<file path="config.mk">
export PLATFORM = sky130hd
export DESIGN_NAME = sunrise_sunset_detector
export DESIGN_NICKNAME = d
export VERILOG_FILES = /design/src/rtl/ssd_pkg.sv /design/src/rtl/ssd_regs.sv /design/src/rtl/ssd_decide.sv /design/src/rtl/ssd_history.sv /design/src/rtl/sunrise_sunset_detector.sv
export SDC_FILE = /design/constraint.sdc
export NUM_CORES = 2
export LEC_CHECK = 0
export ABC_AREA = 1
export BUFFER_PORTS_ARGS = -buffer_cell sky130_fd_sc_hd__buf_2
export CORE_MARGIN = 2
export CORE_UTILIZATION = 62
export DETAILED_ROUTE_END_ITERATION = 6
export PLACE_DENSITY = 0.81
export RECOVER_POWER = 25
export SLEW_MARGIN = 20
export SYNTH_ARGS = -nofsm -noshare
export SYNTH_HDL_FRONTEND = slang
export SYNTH_HIERARCHICAL = 1
export SYNTH_SLANG_ARGS = --single-unit
</file>
<file path="constraint.sdc">
create_clock -name clk -period 48.4 [get_ports clk]
set_clock_uncertainty 0.05 [all_clocks]
set_input_delay 2.42 -clock clk [delete_from_list [all_inputs] [get_ports clk]]
set_output_delay 2.42 -clock clk [all_outputs]
set_load 0.01 [all_outputs]
</file>
<file path="src/rtl/ssd_pkg.sv">
package ssd_pkg;

	// Photodiode readings that take part in the lit decision (at most four fields exist)
	localparam int unsigned SENSOR_COUNT = 4;
	localparam int unsigned READING_FIELDS = 4;

	localparam int unsigned LEVEL_W = 10;
	localparam int unsigned TIME_W = 32;
	localparam int unsigned INDEX_W = 4;
	localparam int unsigned PADDR_W = 3;
	localparam int unsigned PDATA_W = 32;

	localparam logic [LEVEL_W-1:0] THRESHOLD_RESET = 10'd100;
	localparam logic [TIME_W-1:0] MIN_DARK_RESET = 32'd10000;

	typedef enum logic [0:0] {
		REG_BRIGHT_THRESHOLD = 1'b0,
		REG_MIN_DARK_MS      = 1'b1
	} reg_idx_t;

	typedef struct packed {
		logic [LEVEL_W-1:0] light_level_0;
		logic [LEVEL_W-1:0] light_level_1;
		logic [LEVEL_W-1:0] light_level_2;
		logic [LEVEL_W-1:0] light_level_3;
		logic [TIME_W-1:0]  now_ms;
		logic [INDEX_W-1:0] history_index;
	} sample_t;

	typedef struct packed {
		logic              lit;
		logic              daytime;
		logic              sunrise_logged;
		logic              sunset_logged;
		logic [TIME_W-1:0] logged_time;
		logic              candidate_open;
		logic [TIME_W-1:0] rise_at_index;
		logic              rise_valid;
		logic [TIME_W-1:0] set_at_index;
		logic              set_valid;
	} result_t;

	typedef struct packed {
		logic [LEVEL_W-1:0] bright_threshold;
		logic [TIME_W-1:0]  min_dark_ms;
	} cfg_t;

	// Outcome of one sample, before it is committed
	typedef struct packed {
		logic              lit;
		logic              daytime;
		logic              rise_push;
		logic              set_push;
		logic [TIME_W-1:0] logged_time;
		logic              candidate_open;
	} decision_t;

	typedef struct packed {
		logic              push;
		logic [TIME_W-1:0] value;
	} hist_push_t;

endpackage

</file>
<file path="src/rtl/ssd_regs.sv">
module ssd_regs (
	input  logic                        clk,
	input  logic                        arst_n,
	input  logic                        psel,
	input  logic                        penable,
	input  logic                        pwrite,
	input  logic [ssd_pkg::PADDR_W-1:0] paddr,
	input  logic [ssd_pkg::PDATA_W-1:0] pwdata,
	output logic [ssd_pkg::PDATA_W-1:0] prdata,
	output logic                        pready,
	output ssd_pkg::cfg_t               cfg
);
	import ssd_pkg::*;

	cfg_t     cfg_q;
	reg_idx_t reg_sel;
	logic     wr_en;

	assign reg_sel = reg_idx_t'(paddr[PADDR_W-1:2]);
	assign wr_en   = psel & penable & pwrite;
	assign pready  = 1'b1;
	assign cfg     = cfg_q;

	always_ff @(posedge clk or negedge arst_n) begin
		if (!arst_n) begin
			cfg_q.bright_threshold <= THRESHOLD_RESET;
			cfg_q.min_dark_ms      <= MIN_DARK_RESET;
		end else if (wr_en) begin
			case (reg_sel)
				REG_BRIGHT_THRESHOLD: cfg_q.bright_threshold <= pwdata[LEVEL_W-1:0];
				REG_MIN_DARK_MS:      cfg_q.min_dark_ms <= pwdata[TIME_W-1:0];
				default: ;
			endcase
		end
	end

	always_comb begin
		case (reg_sel)
			REG_BRIGHT_THRESHOLD: prdata = PDATA_W'(cfg_q.bright_threshold);
			REG_MIN_DARK_MS:      prdata = PDATA_W'(cfg_q.min_dark_ms);
			default:              prdata = '0;
		endcase
	end

endmodule

</file>
<file path="src/rtl/ssd_decide.sv">
module ssd_decide (
	input  logic                clk,
	input  logic                arst_n,
	input  logic                fire,
	input  ssd_pkg::sample_t    item,
	input  ssd_pkg::cfg_t       cfg,
	output ssd_pkg::decision_t  dec
);
	import ssd_pkg::*;

	logic              day_q;
	logic              cand_q;
	logic [TIME_W-1:0] cand_time_q;

	logic [LEVEL_W-1:0] levels [READING_FIELDS];
	logic               lit;
	logic [TIME_W-1:0]  dark_span;
	logic               dark_enough;
	logic               day_d;
	logic               cand_d;
	logic [TIME_W-1:0]  cand_time_d;

	assign levels[0] = item.light_level_0;
	assign levels[1] = item.light_level_1;
	assign levels[2] = item.light_level_2;
	assign levels[3] = item.light_level_3;

	always_comb begin
		lit = 1'b0;
		for (int i = 0; i < READING_FIELDS; i++) begin
			if (i < SENSOR_COUNT && levels[i] > cfg.bright_threshold)
				lit = 1'b1;
		end
	end

	// darkness measured modulo 2^32
	assign dark_span   = item.now_ms - cand_time_q;
	assign dark_enough = dark_span >= cfg.min_dark_ms;

	always_comb begin
		day_d           = day_q;
		cand_d          = cand_q;
		cand_time_d     = cand_time_q;
		dec.rise_push   = 1'b0;
		dec.set_push    = 1'b0;
		dec.logged_time = '0;
		if (lit && !day_q) begin
			day_d           = 1'b1;
			dec.rise_push   = 1'b1;
			dec.logged_time = item.now_ms;
		end else if (!lit && day_q) begin
			if (!cand_q) begin
				cand_d      = 1'b1;
				cand_time_d = item.now_ms;
			end else if (dark_enough) begin
				dec.set_push    = 1'b1;
				dec.logged_time = cand_time_q;
				cand_d          = 1'b0;
				cand_time_d     = '0;
				day_d           = 1'b0;
			end
		end else if (lit && day_q) begin
			cand_d      = 1'b0;
			cand_time_d = '0;
		end
		dec.lit            = lit;
		dec.daytime        = day_d;
		dec.candidate_open = cand_d;
	end

	always_ff @(posedge clk or negedge arst_n) begin
		if (!arst_n) begin
			day_q       <= 1'b0;
			cand_q      <= 1'b0;
			cand_time_q <= '0;
		end else if (fire) begin
			day_q       <= day_d;
			cand_q      <= cand_d;
			cand_time_q <= cand_time_d;
		end
	end

	// a candidate only lives during day
	assert property (@(posedge clk) disable iff (!arst_n) cand_q |-> day_q)
		else $error("sunset candidate pending at night");

endmodule

</file>
<file path="src/rtl/ssd_history.sv">
module ssd_history #(
	parameter int unsigned DEPTH = 9
) (
	input  logic                          clk,
	input  logic                          arst_n,
	input  logic                          en,
	input  ssd_pkg::hist_push_t           push,
	input  logic [ssd_pkg::INDEX_W-1:0]   index,
	output logic [ssd_pkg::TIME_W-1:0]    value,
	output logic                          valid
);
	import ssd_pkg::*;

	localparam int unsigned IW = $clog2(DEPTH);

	logic [TIME_W-1:0] vals_q [DEPTH];
	logic [DEPTH-1:0]  vld_q;
	logic [TIME_W-1:0] vals_d [DEPTH];
	logic [DEPTH-1:0]  vld_d;
	logic [IW-1:0]     sel;
	logic              in_range;

	// oldest entry drops out of slot 0, newest lands in the top slot
	always_comb begin
		for (int i = 0; i < DEPTH; i++) begin
			vals_d[i] = vals_q[i];
			vld_d[i]  = vld_q[i];
		end
		if (push.push) begin
			for (int i = 0; i < DEPTH - 1; i++) begin
				vals_d[i] = vals_q[i+1];
				vld_d[i]  = vld_q[i+1];
			end
			vals_d[DEPTH-1] = push.value;
			vld_d[DEPTH-1]  = 1'b1;
		end
	end

	always_ff @(posedge clk or negedge arst_n) begin
		if (!arst_n)
			vld_q <= '0;
		else if (en)
			vld_q <= vld_d;
	end

	always_ff @(posedge clk) begin
		if (en) begin
			for (int i = 0; i < DEPTH; i++)
				vals_q[i] <= vals_d[i];
		end
	end

	// read after this sample's update
	assign in_range = 32'(index) < 32'(DEPTH);
	assign sel      = IW'(index);
	assign valid    = in_range & vld_d[sel];
	assign value    = valid ? vals_d[sel] : '0;

endmodule

</file>
<file path="src/rtl/sunrise_sunset_detector.sv">
// Sunrise / sunset detector. Each sample request carries four photodiode
// readings, a wrapping millisecond timestamp and a history slot to report.
// A sample is lit when any reading is strictly above bright_threshold
// (register 0, byte address 0, reset 100). A lit sample at night logs a
// sunrise at once; a dark sample during day opens a sunset candidate, which
// is logged as a sunset at its opening time once the darkness has lasted
// min_dark_ms (register 1, byte address 4, reset 10000) modulo 2^32, and is
// dropped by renewed light. The newest HISTORY_DEPTH sunrises and sunsets are
// kept in shift histories (newest in slot HISTORY_DEPTH-1, empty after reset);
// each result reports the requested slot after the sample's own update, with
// zero and a cleared valid bit for empty or out-of-range slots. Throughput is
// one sample per clock while the result port does not stall; a sample's
// result passes through the input register and then the result register,
// with the single decision stage between them. Back-pressure on the result
// port stalls only once both registers are full. Write configuration only
// while idle.
module sunrise_sunset_detector #(
	parameter int unsigned HISTORY_DEPTH = 9
) (
	input  logic                        clk,
	input  logic                        arst_n,
	input  logic                        psel,
	input  logic                        penable,
	input  logic                        pwrite,
	input  logic [ssd_pkg::PADDR_W-1:0] paddr,
	input  logic [ssd_pkg::PDATA_W-1:0] pwdata,
	output logic [ssd_pkg::PDATA_W-1:0] prdata,
	output logic                        pready,
	input  logic                        sample_valid,
	output logic                        sample_ready,
	input  ssd_pkg::sample_t            sample,
	output logic                        result_valid,
	input  logic                        result_ready,
	output ssd_pkg::result_t            result
);
	import ssd_pkg::*;

	cfg_t       cfg;
	decision_t  dec;
	hist_push_t rise_push;
	hist_push_t set_push;
	sample_t    item_s1;
	logic       valid_s1;
	result_t    result_q;
	logic       result_valid_q;
	logic       advance;
	logic [TIME_W-1:0] rise_val;
	logic [TIME_W-1:0] set_val;
	logic       rise_vld;
	logic       set_vld;

	ssd_regs u_regs (
		.clk     (clk),
		.arst_n  (arst_n),
		.psel    (psel),
		.penable (penable),
		.pwrite  (pwrite),
		.paddr   (paddr),
		.pwdata  (pwdata),
		.prdata  (prdata),
		.pready  (pready),
		.cfg     (cfg)
	);

	// The held sample moves on whenever the result register is free or draining
	assign advance      = valid_s1 & (~result_valid_q | result_ready);
	assign sample_ready = ~valid_s1 | advance;

	always_ff @(posedge clk or negedge arst_n) begin
		if (!arst_n)
			valid_s1 <= 1'b0;
		else if (sample_valid && sample_ready)
			valid_s1 <= 1'b1;
		else if (advance)
			valid_s1 <= 1'b0;
	end

	always_ff @(posedge clk) begin
		if (sample_valid && sample_ready)
			item_s1 <= sample;
	end

	// Day/night state and the candidate; commits only when the sample moves on
	ssd_decide u_decide (
		.clk    (clk),
		.arst_n (arst_n),
		.fire   (advance),
		.item   (item_s1),
		.cfg    (cfg),
		.dec    (dec)
	);

	// Both histories are fed the logged time: the sample time for a sunrise,
	// the candidate opening time for a sunset
	assign rise_push.push  = dec.rise_push;
	assign rise_push.value = dec.logged_time;
	assign set_push.push   = dec.set_push;
	assign set_push.value  = dec.logged_time;

	ssd_history #(.DEPTH(HISTORY_DEPTH)) u_rise_hist (
		.clk    (clk),
		.arst_n (arst_n),
		.en     (advance),
		.push   (rise_push),
		.index  (item_s1.history_index),
		.value  (rise_val),
		.valid  (rise_vld)
	);

	ssd_history #(.DEPTH(HISTORY_DEPTH)) u_set_hist (
		.clk    (clk),
		.arst_n (arst_n),
		.en     (advance),
		.push   (set_push),
		.index  (item_s1.history_index),
		.value  (set_val),
		.valid  (set_vld)
	);

	// Result register
	always_ff @(posedge clk or negedge arst_n) begin
		if (!arst_n)
			result_valid_q <= 1'b0;
		else if (advance)
			result_valid_q <= 1'b1;
		else if (result_ready)
			result_valid_q <= 1'b0;
	end

	always_ff @(posedge clk) begin
		if (advance) begin
			result_q.lit            <= dec.lit;
			result_q.daytime        <= dec.daytime;
			result_q.sunrise_logged <= dec.rise_push;
			result_q.sunset_logged  <= dec.set_push;
			result_q.logged_time    <= dec.logged_time;
			result_q.candidate_open <= dec.candidate_open;
			result_q.rise_at_index  <= rise_val;
			result_q.rise_valid     <= rise_vld;
			result_q.set_at_index   <= set_val;
			result_q.set_valid      <= set_vld;
		end
	end

	assign result_valid = result_valid_q;
	assign result       = result_q;

	// a sample logs one event at most
	assert property (@(posedge clk) disable iff (!arst_n)
		result_valid_q |-> !(result_q.sunrise_logged && result_q.sunset_logged))
		else $error("sunrise and sunset logged by one sample");

	// a sunrise leaves it day, a sunset leaves it night with no candidate
	assert property (@(posedge clk) disable iff (!arst_n)
		(result_valid_q && result_q.sunrise_logged) |-> result_q.daytime)
		else $error("sunrise logged but not day");

	assert property (@(posedge clk) disable iff (!arst_n)
		(result_valid_q && result_q.sunset_logged)
		|-> (!result_q.daytime && !result_q.candidate_open))
		else $error("sunset logged but day or candidate left open");

	// the time field is quiet when nothing was logged
	assert property (@(posedge clk) disable iff (!arst_n)
		(result_valid_q && !result_q.sunrise_logged && !result_q.sunset_logged)
		|-> (result_q.logged_time == '0))
		else $error("logged time set with no event");

endmodule
</file>
==> impl_metrics.env <==
export IMPL_syn_avg_cell_area_um2=8.28
export IMPL_dp_cells=6402
export IMPL_period_share=0.218
export IMPL_violations="design-rule violations, max-capacitance violations, max-slew violations"
export IMPL_tightest_slew_ns=4.29
export IMPL_power_density_nw_per_um2=41.0
export IMPL_cts_buffers=89
export IMPL_ys_types=41
export IMPL_dieWidth_um=273
export IMPL_comb_power_share=0.192
export IMPL_hold_path_class="reg2reg"
export IMPL_synth_edff_count=755
export IMPL_cts_tree="built"
export IMPL_initial_utilization=0.627
export IMPL_drive_gt1_frac=0.0680
export IMPL_portBuffers=252
export IMPL_hold_viol_final=0
export IMPL_area_delta_synth_final_pct=8.73
export IMPL_setup_tns_ns=0
export IMPL_synth_area_um2=45000
export IMPL_post_cts_setup_buffers=0
export IMPL_drt_first_pass_iters=7
export IMPL_drtAntennaViolNets=0
export IMPL_routedWlPerCell_um=17.4
export IMPL_gr_usage_all_layers=0.300
export IMPL_fmax_mhz=94.7
export IMPL_worst_ep_arrival_time_ns=10.89
export IMPL_final_cell_mix="2760 x nand2_1, 755 x edfxtp_1, 415 x nand3_1, 346 x nor2_1, 330 x inv_1"
export IMPL_critPathMaxFanout=133
export IMPL_p_leak_nw=23.0
export IMPL_ys_warnings_count=6
export IMPL_rsz0062_at_grt="false"
export IMPL_clk_pin_slew_worst_paths_ns=0.06
export IMPL_critPathCaptureType="flop"
export IMPL_switching_power_mw=0.599
export IMPL_vias=36900
export IMPL_worstSkewPairLatency_ns=0.66
export IMPL_worstSetupPathType="reg2reg"
export IMPL_detail_route_vias_per_cell=5.61
export IMPL_core_area_um2=71700
export IMPL_top_level_ports=256
export IMPL_dr_wl_met3_mm=10.6
export IMPL_clockBufferDepth=3
export IMPL_die_area_um2=74800
export IMPL_drt_met1_wl_mm=46.0
export IMPL_highest_layer="met5"
export IMPL_n_fill_cell=5637
export IMPL_period_minus_slack_ns=10.56
export IMPL_drtIter0Drc=5150
export IMPL_final_common_cell="nand2_1"
export IMPL_required_ns=48.73
export IMPL_fin_nets=5765
export IMPL_dp_hpwl_mm=68.2
export IMPL_p_sw_frac=0.299
export IMPL_ir_worst_vdd_uv=36.5
export IMPL_antenna_found_initial=7
export IMPL_cp_start_kind="flop"
export IMPL_finalSetupViolCount=0
export IMPL_ctsHoldBuffers=0
export IMPL_synth_seq_cells=851
export IMPL_ys_flop_type="edfxtp_1"
export IMPL_grt_max_degree=240
export IMPL_num_rows=98
export IMPL_routabilityCongestion=0.910
export IMPL_grt_pass1_wl_mm=178
export IMPL_grt_ovfl_total=0
export IMPL_root_buffer="clkbuf_16"
export IMPL_status="finished with violations"
export IMPL_met2_wirelength_mm=53.3
export IMPL_pwr_share_clk=0.329
export IMPL_clock_sinks=851
export IMPL_synth_seq_area_share=0.557
export IMPL_drcViolationCount=2
export IMPL_cts_resized=0
export IMPL_stdcell_count=6572
export IMPL_finalPower_mw=2.00
export IMPL_slew_headroom=-1.86
export IMPL_p_int_mw=1.41
export IMPL_drv_cap=8
export IMPL_pwr_share_seq=0.479
export IMPL_synth_fp_nets=5656
export IMPL_wirelength_mm=114
export IMPL_synthArstFlopShare=0.113
export IMPL_whs_ns=0.422
export IMPL_syn_inst=5434
export IMPL_cts_max_level=3
export IMPL_drv_slew=542
export IMPL_die_y_um=273
export IMPL_grt_pass1_vias=34100
-- state kept, by name (all words and copies together), names as in the netlist --
signal / flops
u_decide/cand_q: 1
u_decide/cand_time_q: 32
u_regs/cfg: 42
result_valid: 1
valid_s1: 1
u_rise_hist/vals_q: 288
u_decide/day_q: 1
u_set_hist/vld_q: 9
u_rise_hist/vld_q: 9
result: 103
u_set_hist/vals_q: 288
item_s1: 76
-- critical path: stages, from the launching register on --
cell,delay (ns)
dfstp_1,0.54
inv_1,0.11
ha_1,0.32
nand2_1,0.09
nor2_1,0.18
nand3_1,0.10
nand3_1,0.10
nand2_1,0.07
nand2_1,0.12
nor2_1,0.15
nor2_4,0.10
clkbuf_1,1.35
clkinvlp_2,4.02
buf_4,1.49
nand2_1,0.17
nand3_1,0.08
nand3_1,0.13
nand3b_1,0.11
nand3_2,0.13
nand2_4,0.32
nand2_1,0.34
inv_1,0.06
-- synthesized netlist by cell type (2+ instances only) --
master,number,area [um^2]
nand3b_1,2,15.0
buf_1,22,82.6
nand2_2,4,25.0
nand2_1,2760,10400
dfstp_2,8,210
ha_1,103,1290
a21o_1,7,52.6
edfxtp_1,755,22700
buf_6,33,372
a31oi_1,3,18.8
nand3_2,4,40.0
nand4_1,9,56.3
nor2_1,346,1300
o21ai_1,36,180
a21oi_1,70,350
nor2_4,4,45.0
inv_2,16,60.1
xnor2_1,12,105
o21ai_0,131,656
nor3_1,5,25.0
nand3_1,414,2070
buf_4,33,248
o21bai_1,8,60.1
nor2_2,4,25.0
clkbuf_1,39,146
mux2_2,4,45.0
inv_1,334,1250
xor2_1,17,149
dfrtp_1,88,2200
o21a_1,6,45.0
buf_2,147,736
-- final cells by class --
cell class                      instances  area (um^2)  area share
Antenna cell                            3         7.51    0.000153
Clock buffer                          116         2400      0.0491
Clock inverter                         51          374     0.00764
Inverter                              350         1330      0.0272
Multi-Input combinational cell       3959        17000       0.348
Sequential cell                       851        25100       0.513
Tap cell                              950         1190      0.0243
Timing Repair Buffer                  292         1520      0.0310
-- through the flow --
stage	instance area, um^2	util	setup slack (ns)
finish	48900	0.682	37.84
global route	48900	0.682	37.13
CTS	49100	0.684	41.09
detailed placement	46300	0.646	41.14
global placement	46300	0.646	41.26
floorplan	45000	-	6.89
-- power by group through the flow --
stage	registers, mW	clock network [mW]	logic [mW]
after floorplan	1.03	0	0.271
after global placement	0.968	0	0.362
after detailed placement	0.971	0	0.374
after CTS	0.958	0.668	0.378
after global routing	0.969	0.696	0.433
final	0.960	0.660	0.385
-- final timing paths --
kind                                          start                       end  slack (ns)  cells after the start
min                        u_decide/cand_time_q[25]  u_decide/cand_time_q[25]        0.42                      2
max                                  u_regs/cfg[37]                result[58]       37.84                     21
min in group asynchronous                    arst_n             u_regs/cfg[5]        2.59                      1
max reg2reg                          u_regs/cfg[37]                result[58]       37.84                     21
min reg2reg                u_decide/cand_time_q[25]  u_decide/cand_time_q[25]        0.42                      2
max in group asynchronous                    arst_n       u_set_hist/vld_q[7]       41.87                      2
-- kinds of logic after synthesis --
kind of cell / after synthesis / synth area share
buffers and inverters: 624 / 0.0644
muxes: 4 / 0.00100
and+or+nand+nor: 3557 / 0.311
AOI/OAI and AO/OA: 264 / 0.0310
DFF: 851 / 0.557
other: 1 / 0.0000833
xor gates and xnor gates: 29 / 0.00564
adders and majority gates: 104 / 0.0291
-- layer usage --
layer	up-vias	GRT usage
met2	1710	0.473
met1	17200	0.415
met5	-	0
li1	17700	-
met3	237	0.0483
met4	4	0.125
Note: power is estimated with default switching activity, not from simulation.
